File: src/rtl/cad_pkg.sv
`default_nettype none

package cad_pkg;

    // pipeline depth
    localparam int CAD_ITERATIONS = 10;
    localparam int CAD_PRE_STAGES = 4;

    // widths: datapath is wide enough that x, y never wrap
    localparam int CAD_DW     = 36;
    localparam int CAD_AW     = 25;
    localparam int CAD_IN_W   = 32;
    localparam int CAD_OUT_W  = 32;
    localparam int CAD_UPSHIFT = 12;

    typedef logic signed [CAD_DW-1:0] cad_word_t;
    typedef logic signed [CAD_AW-1:0] cad_angle_t;

    // one item in flight: vector, angle accumulator, zero-y bypass flag
    typedef struct packed {
        cad_word_t  x;
        cad_word_t  y;
        cad_angle_t acc;
        logic       skip;
    } cad_item_t;

    // angles in signed 9.16 degrees
    localparam cad_angle_t DEG_ZERO = 25'sd0;
    localparam cad_angle_t DEG45    = 25'sd2949120;
    localparam cad_angle_t DEG90    = 25'sd5898240;
    localparam cad_angle_t DEG180   = 25'sd11796480;

    localparam cad_word_t ZERO_W = 36'sd0;
    localparam cad_word_t ONE_FX = 36'sd65536;

    // atan(2^-i) in 9.16 degrees, i = 0..12
    localparam cad_angle_t ATAN_TABLE [0:12] = '{
        25'sd2949120, 25'sd1740967, 25'sd919879, 25'sd466945, 25'sd234379,
        25'sd117304, 25'sd58666, 25'sd29335, 25'sd14668, 25'sd7334,
        25'sd3667, 25'sd1833, 25'sd917
    };

endpackage

`default_nettype wire

File: src/rtl/cad_prerot.sv
`default_nettype none

module cad_prerot (
    input  logic                  aclk,
    input  logic                  aresetn,
    input  logic                  in_valid,
    output logic                  in_ready,
    input  logic [31:0]           in_y,
    input  logic [31:0]           in_x,
    output logic                  out_valid,
    input  logic                  out_ready,
    output cad_pkg::cad_item_t    out_item
);
    import cad_pkg::*;

    logic [CAD_PRE_STAGES-1:0] valid_reg;
    logic [CAD_PRE_STAGES-1:0] stage_ready;
    cad_item_t                 item_reg  [CAD_PRE_STAGES];
    cad_item_t                 item_next [CAD_PRE_STAGES];

    // per-stage ready: a stage moves when empty or when the next one moves
    always_comb begin
        stage_ready[CAD_PRE_STAGES-1] = !valid_reg[CAD_PRE_STAGES-1] || out_ready;
        for (int k = CAD_PRE_STAGES - 2; k >= 0; k--) begin
            stage_ready[k] = !valid_reg[k] || stage_ready[k+1];
        end
    end

    assign in_ready  = stage_ready[0];
    assign out_valid = valid_reg[CAD_PRE_STAGES-1];
    assign out_item  = item_reg[CAD_PRE_STAGES-1];

    // stage 0: sign-extend, zero-y bypass, fold lower half plane (-180)
    always_comb begin
        cad_word_t xw;
        cad_word_t yw;
        xw = {{(CAD_DW-CAD_IN_W){in_x[CAD_IN_W-1]}}, in_x};
        yw = {{(CAD_DW-CAD_IN_W){in_y[CAD_IN_W-1]}}, in_y};
        item_next[0].skip = (in_y == '0);
        if (in_y == '0) begin
            item_next[0].acc = in_x[CAD_IN_W-1] ? DEG180 : DEG_ZERO;
            item_next[0].x   = xw;
            item_next[0].y   = yw;
        end else if (in_y[CAD_IN_W-1]) begin
            item_next[0].acc = -DEG180;
            item_next[0].x   = -xw;
            item_next[0].y   = -yw;
        end else begin
            item_next[0].acc = DEG_ZERO;
            item_next[0].x   = xw;
            item_next[0].y   = yw;
        end
    end

    // stage 1: rotate by -90 when x <= 0
    always_comb begin
        item_next[1] = item_reg[0];
        if (!item_reg[0].skip && item_reg[0].x <= ZERO_W) begin
            item_next[1].x   = item_reg[0].y;
            item_next[1].y   = -item_reg[0].x;
            item_next[1].acc = item_reg[0].acc + DEG90;
        end
    end

    // stage 2: rotate by -45 when x <= y
    always_comb begin
        item_next[2] = item_reg[1];
        if (!item_reg[1].skip && item_reg[1].x <= item_reg[1].y) begin
            item_next[2].x   = item_reg[1].x + item_reg[1].y;
            item_next[2].y   = item_reg[1].y - item_reg[1].x;
            item_next[2].acc = item_reg[1].acc + DEG45;
        end
    end

    // stage 3: scale small vectors up by 4096
    always_comb begin
        item_next[3] = item_reg[2];
        if (!item_reg[2].skip && item_reg[2].x < ONE_FX) begin
            item_next[3].x = item_reg[2].x <<< CAD_UPSHIFT;
            item_next[3].y = item_reg[2].y <<< CAD_UPSHIFT;
        end
    end

    // valid bits
    always_ff @(posedge aclk) begin
        if (!aresetn) begin
            valid_reg <= '0;
        end else begin
            if (stage_ready[0]) begin
                valid_reg[0] <= in_valid;
            end
            for (int k = 1; k < CAD_PRE_STAGES; k++) begin
                if (stage_ready[k]) begin
                    valid_reg[k] <= valid_reg[k-1];
                end
            end
        end
    end

    // payload
    always_ff @(posedge aclk) begin
        for (int k = 0; k < CAD_PRE_STAGES; k++) begin
            if (stage_ready[k]) begin
                item_reg[k] <= item_next[k];
            end
        end
    end

    // an accepted beat lands in the first stage
    a_enter: assert property (@(posedge aclk) disable iff (!aresetn)
        in_valid && in_ready |=> valid_reg[0])
        else $error("accepted beat missing from first stage");

    // folded vector lies in the first octant
    a_octant: assert property (@(posedge aclk) disable iff (!aresetn)
        out_valid && !out_item.skip |->
            out_item.x > ZERO_W && out_item.y >= ZERO_W && out_item.y < out_item.x)
        else $error("pre-rotation left vector outside first octant");

    // a held output stage keeps its contents
    a_hold: assert property (@(posedge aclk) disable iff (!aresetn)
        out_valid && !out_ready |=> out_valid && $stable(out_item))
        else $error("pre-rotation output changed while stalled");

endmodule

`default_nettype wire

File: src/rtl/cordic_atan2_degrees.sv
`default_nettype none
// channel | direction | beat contents (tdata, lowest bit first)
// s_      | in        | y_value[31:0], x_value[63:32], signed 16.16
// m_      | out       | angle[24:0] signed 9.16 degrees, zero pad [31:25]
//
// one beat per cycle sustained while m_tready is high; 4 pre-rotation stages,
// 10 cordic micro-rotation stages, each one register
// aresetn clears only the valid bits; payload registers are not reset
// every stage has its own valid bit and advances when empty or when its
// successor advances, so bubbles close up during an output stall
// m_tvalid comes straight from the last stage register

module cordic_atan2_degrees (
    input  logic        aclk,
    input  logic        aresetn,
    input  logic        s_tvalid,
    output logic        s_tready,
    input  logic [63:0] s_tdata,    // y_value [31:0], x_value [63:32]
    output logic        m_tvalid,
    input  logic        m_tready,
    output logic [31:0] m_tdata     // angle [24:0], zero [31:25]
);
    import cad_pkg::*;

    localparam int N = CAD_ITERATIONS;

    logic      pre_valid;
    logic      pre_ready;
    cad_item_t pre_item;

    logic [N-1:0] valid_reg;
    logic [N-1:0] stage_ready;
    logic [N-1:0] src_valid;
    cad_item_t    src_item  [N];
    cad_item_t    item_reg  [N];
    cad_item_t    item_next [N];

    // sign fold, quadrant and octant pre-rotations, upscale
    cad_prerot u_prerot (
        .aclk      (aclk),
        .aresetn   (aresetn),
        .in_valid  (s_tvalid),
        .in_ready  (s_tready),
        .in_y      (s_tdata[31:0]),
        .in_x      (s_tdata[63:32]),
        .out_valid (pre_valid),
        .out_ready (pre_ready),
        .out_item  (pre_item)
    );

    // ready chain through the micro-rotation stages
    always_comb begin
        stage_ready[N-1] = !valid_reg[N-1] || m_tready;
        for (int k = N - 2; k >= 0; k--) begin
            stage_ready[k] = !valid_reg[k] || stage_ready[k+1];
        end
    end

    assign pre_ready = stage_ready[0];

    // micro-rotation stage g shifts by g+1
    for (genvar g = 0; g < N; g++) begin : g_rot
        if (g == 0) begin : g_first
            assign src_valid[g] = pre_valid;
            assign src_item[g]  = pre_item;
        end else begin : g_next
            assign src_valid[g] = valid_reg[g-1];
            assign src_item[g]  = item_reg[g-1];
        end

        always_comb begin
            item_next[g] = src_item[g];
            if (!src_item[g].skip) begin
                if (!src_item[g].y[CAD_DW-1]) begin
                    item_next[g].x   = src_item[g].x + (src_item[g].y >>> (g + 1));
                    item_next[g].y   = src_item[g].y - (src_item[g].x >>> (g + 1));
                    item_next[g].acc = src_item[g].acc + ATAN_TABLE[g+1];
                end else begin
                    item_next[g].x   = src_item[g].x - (src_item[g].y >>> (g + 1));
                    item_next[g].y   = src_item[g].y + (src_item[g].x >>> (g + 1));
                    item_next[g].acc = src_item[g].acc - ATAN_TABLE[g+1];
                end
            end
        end
    end

    // valid bits
    always_ff @(posedge aclk) begin
        if (!aresetn) begin
            valid_reg <= '0;
        end else begin
            for (int k = 0; k < N; k++) begin
                if (stage_ready[k]) begin
                    valid_reg[k] <= src_valid[k];
                end
            end
        end
    end

    // payload
    always_ff @(posedge aclk) begin
        for (int k = 0; k < N; k++) begin
            if (stage_ready[k]) begin
                item_reg[k] <= item_next[k];
            end
        end
    end

    // output beat from the last stage
    assign m_tvalid = valid_reg[N-1];
    assign m_tdata  = {{(CAD_OUT_W-CAD_AW){1'b0}}, item_reg[N-1].acc};

    // an empty last stage never blocks the input
    a_open: assert property (@(posedge aclk) disable iff (!aresetn)
        !valid_reg[N-1] |-> s_tready)
        else $error("input blocked with empty output stage");

    // bypassed items carry exactly 0 or 180 degrees
    a_bypass: assert property (@(posedge aclk) disable iff (!aresetn)
        m_tvalid && item_reg[N-1].skip |->
            item_reg[N-1].acc == DEG_ZERO || item_reg[N-1].acc == DEG180)
        else $error("zero-y bypass angle corrupted");

    // result stays within a couple of degrees of the half turn
    a_range: assert property (@(posedge aclk) disable iff (!aresetn)
        m_tvalid |->
            item_reg[N-1].acc <= DEG180 + 25'sd131072 &&
            item_reg[N-1].acc >= -DEG180 - 25'sd131072)
        else $error("angle out of range");

    // a beat moving into the output stage comes from a valid source
    a_flow: assert property (@(posedge aclk) disable iff (!aresetn)
        stage_ready[N-1] && !src_valid[N-1] |=> !m_tvalid)
        else $error("output stage filled without a source beat");

endmodule

`default_nettype wire
File: config.mk
export PLATFORM = sky130hd
export DESIGN_NAME = cordic_atan2_degrees
export DESIGN_NICKNAME = d
export VERILOG_FILES = /design/src/rtl/cad_pkg.sv /design/src/rtl/cad_prerot.sv /design/src/rtl/cordic_atan2_degrees.sv
export SDC_FILE = /design/constraint.sdc
export NUM_CORES = 2
export LEC_CHECK = 0
export ABC_AREA = 0
export ABC_CLOCK_PERIOD_IN_PS = 7800
export BUFFER_PORTS_ARGS = -buffer_cell sky130_fd_sc_hd__buf_2
export CELL_PAD_IN_SITES_DETAIL_PLACEMENT = 1
export CELL_PAD_IN_SITES_GLOBAL_PLACEMENT = 1
export CORE_MARGIN = 5
export CORE_UTILIZATION = 51
export CTS_CLUSTER_DIAMETER = 60
export DETAILED_ROUTE_END_ITERATION = 6
export PLACE_DENSITY_LB_ADDON = 0.1
export SYNTH_ARGS = -nofsm -noshare
export SYNTH_HDL_FRONTEND = slang
export SYNTH_SLANG_ARGS = --single-unit
File: constraint.sdc
create_clock -name aclk -period 7.8 [get_ports aclk]
set_input_delay 0.78 -clock aclk [delete_from_list [all_inputs] [get_ports aclk]]
set_output_delay 0.78 -clock aclk [all_outputs]
set_load 0.01 [all_outputs]
==> results.sh <==
export IMPL_start_util_pct=51.37
export IMPL_end_kind="flip-flop"
export IMPL_io_buffers=94
export IMPL_critPathTopFamily="compound AO/OA/AOI/OAI gates"
export IMPL_die_area_mm2=0.2006
export IMPL_place_gp_congestion=0.9178
export IMPL_ys_flop_type="edfxtp_1"
export IMPL_drc=0
export IMPL_largest_reg_flops=814
export IMPL_ys_seq_elements=1148
export IMPL_die_width_um=447.9
export IMPL_clockBufferDepth=3
export IMPL_crit_chain="inv_1 -> ha_1 -> nand3b_1 -> or2_2 -> nor3_1 -> inv_1 -> nor2_1 -> nor2_1 -> xor2_1 -> ha_1 -> a21o_1 -> a21o_1 -> a21oi_1 -> nand3_1 -> a311oi_1 -> o21ai_0 -> a31oi_1 -> o21a_1 -> or3_1 -> a21oi_1 -> a21oi_1"
export IMPL_slew_violations=0
export IMPL_critPathKind="flip-flop to flip-flop"
export IMPL_slew_headroom_pct=13.88
export IMPL_grt_remaining_overflow=0
export IMPL_final_area_mm2=0.1059
export IMPL_path_max_fanout=6
export IMPL_vias_per_cell=6.105
export IMPL_finClkSkew_ns=0.03558
export IMPL_synth_compound_area_share_pct=20.36
export IMPL_cts_hold_buf=0
export IMPL_drtPass1Iterations=6
export IMPL_yosys_mux_area_fraction_pct=1.556
export IMPL_setup_viol=0
export IMPL_layout_drive_gt1_share_pct=5.396
export IMPL_cp_start_kind="flip-flop"
export IMPL_worstMarginPinSlew_ns=1.280
export IMPL_drv_cap=0
export IMPL_dp_hpwl_um=232000
export IMPL_min_path_type="input pin to flip-flop"
export IMPL_synth_warnings=0
export IMPL_grt_max_degree=191
export IMPL_antenna_found_initial=4
export IMPL_slowest_delay_ns=0.70
export IMPL_synth_top_family_by_area="compound AO/OA/AOI/OAI gates"
export IMPL_hold_viol=0
export IMPL_core_mm2=0.1904
export IMPL_syn_instance_count=11000
export IMPL_stdcell_count=13610
export IMPL_setup_tns_ns=0
export IMPL_synthXorXnorAreaFrac_pct=11.88
export IMPL_num_rows=160
export IMPL_syn_avg_cell_area_um2=8.887
export IMPL_syn_area_mm2=0.09780
export IMPL_max_freq_mhz=160.6
export IMPL_final_common_cell="nand2_1"
export IMPL_post_cts_resized=0
export IMPL_clkLatencyLatePin_ns=0.81
export IMPL_io_pin_count=102
export IMPL_worst_path_buf_inv=2
export IMPL_drt_total_wl_um=298700
export IMPL_final_cell_mix="nand2_1, edfxtp_1, o21ai_0, a21oi_1, ha_1"
export IMPL_grt_first_pass_wirelength_um=473300
export IMPL_grt_use_total_pct=29.05
export IMPL_dpl_cell_area_mm2=0.1006
export IMPL_postCtsSetupRepairBufs=0
export IMPL_cts_buffers=153
export IMPL_cts_htree_levels=4
export IMPL_rsz0062_at_grt="false"
export IMPL_synth_edf_count=1134
export IMPL_status="completed"
export IMPL_cp_common_cell="a21oi_1"
export IMPL_nets=11960
export IMPL_die_height_um=447.9
export IMPL_synthSimpleGateAreaFrac_pct=16.17
export IMPL_nFillCells=22000
export IMPL_area_growth_syn_to_layout_pct=8.278
export IMPL_synthAdderAreaFrac_pct=12.00
export IMPL_cts_sinks=1148
export IMPL_wire_per_inst_um=21.94
export IMPL_cts_tree="built"
export IMPL_synth_distinct_cells=91
export IMPL_clk_pin_slew_ns=0.06
export IMPL_synth_seq_area_share_pct=35.11
export IMPL_cp_data_arrival_time_ns=6.72
export IMPL_ctsRootBufferMaster="clkbuf_16"
export IMPL_dr_first_iter_drc_count=4898
export IMPL_grt_pass1_vias=86970
export IMPL_fin_crit_sh_pct=79.83
export IMPL_period_minus_slack_ns=6.227
export IMPL_worstPathRequired_ns=8.29
export IMPL_async_flop_share_pct=0
export IMPL_antenna_left=0
export IMPL_route_vias_total=83100
export IMPL_crit_path_top_delay_cell="a21oi_1"
export IMPL_dp_cells=13330
## final cells by class
class	instances	area (um2)	area share (%)
Inverter	382	1443	1.362
Clock buffer	177	3940	3.721
Antenna cell	1	2.502	0.002363
Timing Repair Buffer	163	1013	0.9571
Multi-Input combinational cell	9125	60720	57.34
Clock inverter	105	1301	1.229
Sequential cell	1148	34330	32.42
Tap cell	2511	3142	2.967
## worst paths after layout
| path | from | end | slack (ns) | depth (start not counted) |
|---|---|---|---|---|
| worst max register to register | item_reg[5][69] | item_reg[6][61] | 1.57 | 21 |
| worst min register to register | item_reg[4][1] | item_reg[5][1] | 0.42 | 0 |
| worst max-delay path | item_reg[5][69] | item_reg[6][61] | 1.57 | 21 |
| worst min-delay path | s_tdata[32] | u_prerot.item_reg[0][62] | 0.17 | 1 |
## cells by family (layout without fill, tap and decap cells)
| family | count (synthesis) | after routing |
|---|---|---|
| and+or+nand+nor | 3426 | 3426 |
| AOI/OAI and AO/OA | 3303 | 3303 |
| other | 1 | 12 |
| adders and majority gates | 921 | 921 |
| xor gates and xnor gates | 1326 | 1326 |
| muxes | 138 | 138 |
| buffers and inverters | 741 | 827 |
| DFF | 1148 | 1148 |
## cells in the mapped netlist (all sizes together), types with 14 or more instances
library cell | instances | area share, %
and3 | 71 | 0.45
and4 | 15 | 0.13
nor3b | 30 | 0.24
a211oi | 68 | 0.52
nor4b | 19 | 0.18
buf | 60 | 0.31
ha | 893 | 11
a2111oi | 21 | 0.20
nand3b | 21 | 0.16
nand2b | 170 | 1.1
or3 | 66 | 0.42
or4 | 42 | 0.33
nor4 | 85 | 0.54
a21o | 382 | 2.9
fa | 28 | 0.57
a221oi | 16 | 0.15
o21ai | 1116 | 5.7
a31o | 20 | 0.18
o31ai | 98 | 0.75
a31oi | 102 | 0.65
edfxtp | 1134 | 35
dfxtp | 14 | 0.29
nor3 | 253 | 1.3
a211o | 33 | 0.30
nand3 | 163 | 0.84
nand2 | 1303 | 5.0
xor2 | 593 | 5.3
o31a | 22 | 0.20
and2 | 56 | 0.36
mux2i | 26 | 0.27
mux2 | 112 | 1.3
a21boi | 17 | 0.13
inv | 376 | 1.4
nor2b | 154 | 0.99
a21oi | 971 | 5.0
clkbuf | 299 | 1.1
o21bai | 109 | 0.84
o21a | 115 | 0.88
o41ai | 44 | 0.39
nand4 | 80 | 0.51
or2 | 27 | 0.17
nor2 | 848 | 3.3
o211ai | 29 | 0.22
xnor2 | 733 | 6.6
## through the flow
step	hold WS [ns]	setup WS [ns]	util, %
4_1_cts	0.1040	1.647	55.62
6_report	0.1707	1.573	55.62
3_5_place_dp	0.4079	1.694	52.87
5_1_grt	0.1268	1.313	55.62
3_3_place_gp	0.4033	1.903	52.87
2_1_floorplan	0.4003	0.7119	-
## worst reg2reg max path: cells and delay by family (launching register included)
family | cells | cell delay, ns
compound gates | 9 | 2.91
simple gates | 7 | 1.43
fa+ha+maj | 2 | 0.57
flops | 1 | 0.53
buf+inv | 2 | 0.30
xor+xnor | 1 | 0.17
## metal layers
metal,track usage [%],up-vias,part of all wire [%]
li1,-,39980,-
met1,35.07,40910,42
met2,52.71,1538,51
met3,2.870,669,3.1
met4,12.29,0,4.6
met5,0,-,0
Power is not shown: default switching activity piles up to over one toggle a cycle in this logic, so the estimate is an artifact.
